==> config.mk <==
export PLATFORM = sky130hd
export DESIGN_NAME = dsu_ctrl
export DESIGN_NICKNAME = d
export VERILOG_FILES = /design/src/disjoint_set_union_engine_assert.svh /design/src/dsu_pkg.sv /design/src/dsu_ctrl.sv
export SDC_FILE = /design/constraint.sdc
export NUM_CORES = 1
export LEC_CHECK = 0
export ABC_AREA = 1
export BUFFER_PORTS_ARGS = -buffer_cell sky130_fd_sc_hd__clkbuf_2
export CAP_MARGIN = 30
export CORE_ASPECT_RATIO = 1.75
export CORE_MARGIN = 2
export CORE_UTILIZATION = 40
export DETAILED_ROUTE_END_ITERATION = 10
export GPL_TIMING_DRIVEN = 1
export PLACE_DENSITY = 0.73
export SYNTH_ARGS = -nofsm -noshare
export SYNTH_HDL_FRONTEND = slang
export SYNTH_SLANG_ARGS = --single-unit
==> constraint.sdc <==
create_clock -name clk_i -period 3.4 [get_ports clk_i]
set_clock_uncertainty 0.2 [all_clocks]
set_input_delay 0.51 -clock clk_i [delete_from_list [all_inputs] [get_ports clk_i]]
set_output_delay 0.51 -clock clk_i [all_outputs]
set_load 0.03 [all_outputs]
==> src/disjoint_set_union_engine_assert.svh <==
// Assertion macros for the disjoint-set union engine.
// The first form is disabled while reset is asserted; the second is checked at every edge.
`ifndef DISJOINT_SET_UNION_ENGINE_ASSERT_SVH
`define DISJOINT_SET_UNION_ENGINE_ASSERT_SVH
`ifndef ASSERT_OFF
`define DSU_ASSERT(lbl, prop, msg) \
  lbl: assert property (@(posedge clk_i) disable iff (!rst_ni) prop) else $error(msg);
`define DSU_ASSERT_NORST(lbl, prop, msg) \
  lbl: assert property (@(posedge clk_i) prop) else $error(msg);
`else
`define DSU_ASSERT(lbl, prop, msg)
`define DSU_ASSERT_NORST(lbl, prop, msg)
`endif
`endif

==> src/dsu_pkg.sv <==
`timescale 1ns / 1ps
package dsu_pkg;

  localparam int unsigned IdxBits      = 10;
  localparam int unsigned SizeBits     = 11;
  localparam int unsigned CountBits    = 11;
  localparam int unsigned ActBits      = 2;
  localparam int unsigned NodesDefault = 1024;

  localparam logic [CountBits-1:0] CountReset = 11'd1024;

  localparam logic [ActBits-1:0] ActFind  = 2'd0;
  localparam logic [ActBits-1:0] ActTest  = 2'd1;
  localparam logic [ActBits-1:0] ActMerge = 2'd2;
  localparam logic [ActBits-1:0] ActNone  = 2'd3;

  typedef struct packed {
    logic [IdxBits-1:0] root;
    logic               joined;
    logic               err;
  } result_t;

endpackage

==> src/dsu_ctrl.sv <==
`timescale 1ns / 1ps
module dsu_ctrl #(
  parameter int unsigned NODES = dsu_pkg::NodesDefault,
  localparam int unsigned IdxW = $clog2(NODES)
) (
  input  logic                           clk_i,
  input  logic                           rst_ni,
  input  logic                           start_i,
  input  logic [dsu_pkg::ActBits-1:0]    action_i,
  input  logic [dsu_pkg::IdxBits-1:0]    first_node_i,
  input  logic [dsu_pkg::IdxBits-1:0]    second_node_i,
  input  logic [dsu_pkg::CountBits-1:0]  node_count_i,
  output logic                           busy_o,
  output logic                           done_o,
  output dsu_pkg::result_t               result_o,
  output logic                           par_we_o,
  output logic [IdxW-1:0]                par_waddr_o,
  output logic [IdxW-1:0]                par_wdata_o,
  output logic [IdxW-1:0]                par_raddr_o,
  input  logic [IdxW-1:0]                par_rdata_i,
  output logic                           sz_we_o,
  output logic [IdxW-1:0]                sz_waddr_o,
  output logic [dsu_pkg::SizeBits-1:0]   sz_wdata_o,
  output logic [IdxW-1:0]                sz_raddr_o,
  input  logic [dsu_pkg::SizeBits-1:0]   sz_rdata_i
);
  import dsu_pkg::*;

  typedef enum logic [5:0] {
    ST_CLEAR = 6'b000001,
    ST_IDLE  = 6'b000010,
    ST_WALK  = 6'b000100,
    ST_COMP  = 6'b001000,
    ST_SZA   = 6'b010000,
    ST_SZB   = 6'b100000
  } state_e;

  state_e              state_q, state_d;
  logic [IdxW-1:0]     clr_q, clr_d;
  logic                done_q, done_d;
  logic                second_q, second_d;
  logic [ActBits-1:0]  act_q, act_d;
  logic [IdxW-1:0]     a_q, a_d;
  logic [IdxW-1:0]     b_q, b_d;
  logic [IdxW-1:0]     cur_q, cur_d;
  logic [IdxW-1:0]     root_q, root_d;
  logic [IdxW-1:0]     ra_q, ra_d;
  logic [IdxW-1:0]     rb_q, rb_d;
  logic [SizeBits-1:0] sa_q, sa_d;
  result_t             res_q, res_d;

  logic                a_err;
  logic                b_err;
  logic [IdxW-1:0]     start_node;
  logic [SizeBits:0]   size_sum;
  logic [SizeBits-1:0] size_sat;

  // An index is out of range if it reaches either the programmed count or the table depth.
  assign a_err = ({1'b0, first_node_i} >= node_count_i) || (32'(first_node_i) >= NODES);
  assign b_err = ({1'b0, second_node_i} >= node_count_i) || (32'(second_node_i) >= NODES);

  assign start_node = second_q ? b_q : a_q;
  assign size_sum   = {1'b0, sa_q} + {1'b0, sz_rdata_i};
  assign size_sat   = size_sum[SizeBits] ? {SizeBits{1'b1}} : size_sum[SizeBits-1:0];

  always_comb begin
    state_d     = state_q;
    clr_d       = clr_q;
    done_d      = 1'b0;
    second_d    = second_q;
    act_d       = act_q;
    a_d         = a_q;
    b_d         = b_q;
    cur_d       = cur_q;
    root_d      = root_q;
    ra_d        = ra_q;
    rb_d        = rb_q;
    sa_d        = sa_q;
    res_d       = res_q;
    par_we_o    = 1'b0;
    par_waddr_o = cur_q;
    par_wdata_o = root_q;
    par_raddr_o = cur_q;
    sz_we_o     = 1'b0;
    sz_waddr_o  = ra_q;
    sz_wdata_o  = size_sat;
    sz_raddr_o  = ra_q;

    unique case (state_q)
      ST_CLEAR: begin
        par_we_o    = 1'b1;
        par_waddr_o = clr_q;
        par_wdata_o = clr_q;
        sz_we_o     = 1'b1;
        sz_waddr_o  = clr_q;
        sz_wdata_o  = SizeBits'(1);
        if (clr_q == IdxW'(NODES - 1)) begin
          state_d = ST_IDLE;
        end else begin
          clr_d = clr_q + 1'b1;
        end
      end

      ST_IDLE: begin
        par_raddr_o = IdxW'(first_node_i);
        if (start_i) begin
          priority if (action_i == ActNone) begin
            res_d  = '0;
            done_d = 1'b1;
          end else if (a_err || (action_i != ActFind && b_err)) begin
            res_d.root   = '0;
            res_d.joined = 1'b0;
            res_d.err    = 1'b1;
            done_d       = 1'b1;
          end else begin
            act_d    = action_i;
            a_d      = IdxW'(first_node_i);
            b_d      = IdxW'(second_node_i);
            cur_d    = IdxW'(first_node_i);
            second_d = 1'b0;
            state_d  = ST_WALK;
          end
        end
      end

      // The link of cur_q arrives this cycle; follow it straight away.
      ST_WALK: begin
        if (par_rdata_i == cur_q) begin
          root_d      = cur_q;
          cur_d       = start_node;
          par_raddr_o = start_node;
          state_d     = ST_COMP;
        end else begin
          cur_d       = par_rdata_i;
          par_raddr_o = par_rdata_i;
        end
      end

      // Second pass over the same path, pointing every node at the root. The read of the
      // next node and the write of the current one never address the same entry.
      ST_COMP: begin
        if (cur_q == root_q) begin
          if (!second_q) begin
            ra_d = root_q;
            if (act_q == ActFind) begin
              res_d.root   = IdxBits'(root_q);
              res_d.joined = 1'b0;
              res_d.err    = 1'b0;
              done_d       = 1'b1;
              state_d      = ST_IDLE;
            end else begin
              second_d    = 1'b1;
              cur_d       = b_q;
              par_raddr_o = b_q;
              state_d     = ST_WALK;
            end
          end else begin
            priority if (ra_q == root_q) begin
              res_d.root   = IdxBits'(ra_q);
              res_d.joined = 1'b1;
              res_d.err    = 1'b0;
              done_d       = 1'b1;
              state_d      = ST_IDLE;
            end else if (act_q == ActTest) begin
              res_d.root   = IdxBits'(ra_q);
              res_d.joined = 1'b0;
              res_d.err    = 1'b0;
              done_d       = 1'b1;
              state_d      = ST_IDLE;
            end else begin
              rb_d       = root_q;
              sz_raddr_o = ra_q;
              state_d    = ST_SZA;
            end
          end
        end else begin
          par_we_o    = 1'b1;
          par_waddr_o = cur_q;
          par_wdata_o = root_q;
          cur_d       = par_rdata_i;
          par_raddr_o = par_rdata_i;
        end
      end

      ST_SZA: begin
        sa_d       = sz_rdata_i;
        sz_raddr_o = rb_q;
        state_d    = ST_SZB;
      end

      // On equal sizes the root of the first node survives.
      ST_SZB: begin
        par_we_o     = 1'b1;
        sz_we_o      = 1'b1;
        res_d.joined = 1'b0;
        res_d.err    = 1'b0;
        done_d       = 1'b1;
        state_d      = ST_IDLE;
        if (sz_rdata_i > sa_q) begin
          par_waddr_o = ra_q;
          par_wdata_o = rb_q;
          sz_waddr_o  = rb_q;
          res_d.root  = IdxBits'(rb_q);
        end else begin
          par_waddr_o = rb_q;
          par_wdata_o = ra_q;
          sz_waddr_o  = ra_q;
          res_d.root  = IdxBits'(ra_q);
        end
      end

      default: begin
        state_d = ST_CLEAR;
        clr_d   = '0;
      end
    endcase
  end

  always_ff @(posedge clk_i or negedge rst_ni) begin
    if (!rst_ni) begin
      state_q  <= ST_CLEAR;
      clr_q    <= '0;
      done_q   <= 1'b0;
      second_q <= 1'b0;
      act_q    <= ActFind;
    end else begin
      state_q  <= state_d;
      clr_q    <= clr_d;
      done_q   <= done_d;
      second_q <= second_d;
      act_q    <= act_d;
    end
  end

  always_ff @(posedge clk_i) begin
    a_q    <= a_d;
    b_q    <= b_d;
    cur_q  <= cur_d;
    root_q <= root_d;
    ra_q   <= ra_d;
    rb_q   <= rb_d;
    sa_q   <= sa_d;
    res_q  <= res_d;
  end

  assign busy_o   = (state_q != ST_IDLE);
  assign done_o   = done_q;
  assign result_o = res_q;

endmodule

==> flow_metrics.tcl <==
set metrics [dict create \
    startpoint "sa_q[9]" \
    synth_cell_types 44 \
    route.detailed.drc 0 \
    reg2reg_depth 9 \
    synth-main-ff-cell "edfxtp_1" \
    switching_power_uw 2320 \
    crit_top_cell "nand3_1" \
    swShare_pct 46.9 \
    crit_path_max_fanout 20 \
    syn_to_final_growth_pct 17.8 \
    io_pins 134 \
    arrival_ns 2.56 \
    preCtsSetupSlack_ns 0.250 \
    holdPathStages 1 \
    netlist_instances 982 \
    seq_area_frac_synth_pct 40.6 \
    die_w_um 107 \
    p_int_uw 2620 \
    timing_worst_setup_path_type "reg2out" \
    drt-pass1-iter-count 5 \
    fillers 1812 \
    grt_antenna_before_repair 0 \
    syn_area_um2 7370 \
    syn_avg_cell_area_um2 7.51 \
    grt_max_degree 41 \
    timing.final.crit_period_ns 3.27 \
    ys_ff_latch 103 \
    clkPwrFrac_pct 21.1 \
    dieArea_um2 19600 \
    reg2reg_setup_slack_ns 0.77 \
    combinationalPowerShare_pct 47.1 \
    drtAntennaViolNets 0 \
    die_h_um 184 \
    ys_warn_count 0 \
    relSlewSlack_pct 56.7 \
    finalHoldViolations 0 \
    worst-endpoint-required_ns 2.69 \
    irDropWorstVdd_uv 287 \
    synth_area_leader_cell "edfxtp_1" \
    cellLeakagePower_uw 0.00442 \
    cpLargestDelayFamily "simple AND/OR/NAND/NOR gates" \
    start_util_pct 40.8 \
    cts_buffer_depth 2 \
    crit_buf_inv 3 \
    num_rows 65 \
    r2r-start "cur_q[8]" \
    slowest_delay_ns 0.38 \
    first_iter_violations 429 \
    vias 7120 \
    fin_ws_ns 0.129 \
    r2r-end "result_o[7]" \
    core-area_um2 18100 \
    crit_path_end_kind "output port" \
    htreeDepth 3 \
    drive_gt1_share_pct 19.7 \
    diodes 0 \
    period_share_pct 96.2 \
    crit_chain "inv_1, ha_2, nand2_1, nor2_1, nand3_1, nand3_1, nand2_2, buf_12, a21oi_1, o21ai_2, nand3_1, clkbuf_2" \
    power_density_nw_per_um2 569 \
    fin_util_pct 48.1 \
    port_buffers 133 \
    avgViaCountPerCell 5.24 \
    routed_wl_um 22100 \
    synth_fp_nets 1083 \
    cts_setup_buffers 0 \
    worst_slew_pin_slew_ns 0.648 \
    cts_tree "done" \
    grt-ovfl-total 0 \
    hpwl_um 17400 \
    pwr-share-seq_pct 31.9 \
    numCtsBuffers 9 \
    nets 1222 \
    synthTopCellsByArea "edfxtp_1 (34%), nand2_1 (16%), ha_1 (7.3%)" \
    postSynth.asyncResetShare_pct 19.4 \
    gp_congestion 0.969 \
    hold_start "second_node_i[0]" \
    grt_pass1_wl_um 34500 \
    max_freq_mhz 306 \
    cts.clk_slew.worst_paths_ns 0.08 \
    maxCapViolations 0 \
    wire_per_inst_um 16.2 \
    hold_end "b_q[0]" \
    grt_pass1_vias 6970 \
    root_buffer "clkbuf_16" \
    maxSlewViolCount 0 \
    hp-class "in2reg" \
    grt_usage_pct 22.8 \
    status "finished clean" \
    synth_top_area_share_pct 33.8 \
    largest_register_ffs 12 \
    synth_edf_count 83 \
    setup_viol 0 \
    cts.sinks 103 \
    slowest_stage "ha_2" \
    worst_setup_path_start_kind "register" \
    insertion_delay_ns 0.36 \
]
-- cell type report --
type / count / area [um2] / share of cell area, %
sequential: 103 / 2990 / 34.5
tap: 234 / 293 / 3.37
inverter: 150 / 564 / 6.50
clock buffer: 10 / 239 / 2.75
timing repair buffer: 151 / 833 / 9.59
multi-input combinational: 706 / 3710 / 42.7
clock inverter: 6 / 52.6 / 0.605
-- layer usage --
layer	routed length (um)	vias up	part of all wire (%)	GRT usage (%)
met4	1100	0	5.0	11.5
met5	0	-	0	0
met1	8000	3271	36	23.9
met3	1110	69	5.0	3.05
li1	-	3497	-	-
met2	11900	283	54	43.4
-- worst max-delay path by stage --
stage	endpoint	slack (ns)	cells past startpoint
floorplan	sz_wdata_o[8]	0.57	8
global placement	par_wdata_o[8]	0.26	12
detailed placement	par_wdata_o[6]	0.25	12
CTS	par_wdata_o[6]	0.1	12
global route	sz_waddr_o[6]	-0.01	12
finish	par_wdata_o[6]	0.13	12
-- cells in the final DEF, fill, tap and decap left out, types with 12 or more instances in the layout --
cell type / count
a21oi_1: 40
buf_4: 15
clkbuf_2: 131
dfrtp_1: 19
edfxtp_1: 83
ha_1: 42
inv_1: 136
inv_2: 12
nand2_1: 312
nand3_1: 78
nand4_1: 17
nor2_1: 52
o21ai_0: 55
o21ai_1: 13
xor2_1: 18
-- cell families (layout without fill, tap and decap cells) --
| logic type | after synthesis | in the layout | share of synthesized area (%) |
|---|---|---|---|
| and+or+nand+nor | 502 | 503 | 29.4 |
| AOI/OAI and AO/OA | 137 | 137 | 10.5 |
| DFF | 103 | 103 | 40.6 |
| adders and majority gates | 44 | 44 | 7.57 |
| xor gates and xnor gates | 22 | 22 | 2.61 |
| buffers and inverters | 174 | 317 | 9.30 |
-- power groups by stage --
| stage | sequential [uW] | clock, uW | combinational, uW |
|---|---|---|---|
| after floorplan | 1580 | 0 | 1640 |
| after global placement | 1600 | 0 | 2300 |
| after detailed placement | 1600 | 0 | 2320 |
| after CTS | 1570 | 1060 | 2330 |
| after global routing | 1590 | 1100 | 2520 |
| final | 1580 | 1040 | 2330 |
-- metrics by stage --
stage	hold WS, ns	setup TNS [ns]	instance area (um2)	power, uW	std cells
2_1_floorplan	0.0144	0	7370	3220	982
3_3_place_gp	0.277	0	8340	3890	1341
3_5_place_dp	0.289	0	8340	3920	1341
4_1_cts	0.129	0	8640	4960	1358
5_1_grt	0.136	-0.0114	8690	5200	1360
6_report	0.137	0	8690	4940	1360
-- worst reg2reg max path: cells and delay by family, from the launching register on --
| family | cells | cell delay (ns) |
|---|---|---|
| buffers and inverters | 2 | 0.35 |
| DFF | 1 | 0.49 |
| and+or+nand+nor | 7 | 1.28 |
-- what timing repair did --
| action | CTS | global route |
|---|---|---|
| hold endpoints to repair | 19 | 0 |
| hold buffers | 1 | 0 |
| resized for setup | 0 | 8 |
| setup endpoints to repair | 0 | 20 |
-- Yosys cell counts, types with 2 or more instances --
| master | number |
|---|---|
| nor3_1 | 7 |
| nand3_2 | 4 |
| o21ai_1 | 13 |
| a21oi_1 | 40 |
| clkbuf_1 | 10 |
| nand2_1 | 313 |
| dfrtp_1 | 19 |
| nand3_1 | 78 |
| xnor2_1 | 4 |
| buf_6 | 2 |
| o21ai_0 | 56 |
| o22ai_2 | 2 |
| inv_1 | 136 |
| ha_1 | 43 |
| o211ai_1 | 9 |
| xor2_1 | 18 |
| nand4_2 | 2 |
| or2_2 | 6 |
| a31oi_1 | 5 |
| inv_2 | 13 |
| nor2_2 | 8 |
| nand2_2 | 5 |
| nor2_1 | 53 |
| nor2_4 | 2 |
| edfxtp_1 | 83 |
| o21ai_2 | 3 |
| nor4_1 | 3 |
| o211ai_2 | 2 |
| buf_2 | 11 |
| a22oi_1 | 2 |
| nand4_1 | 17 |
Note: power is estimated with default switching activity, not from simulation.
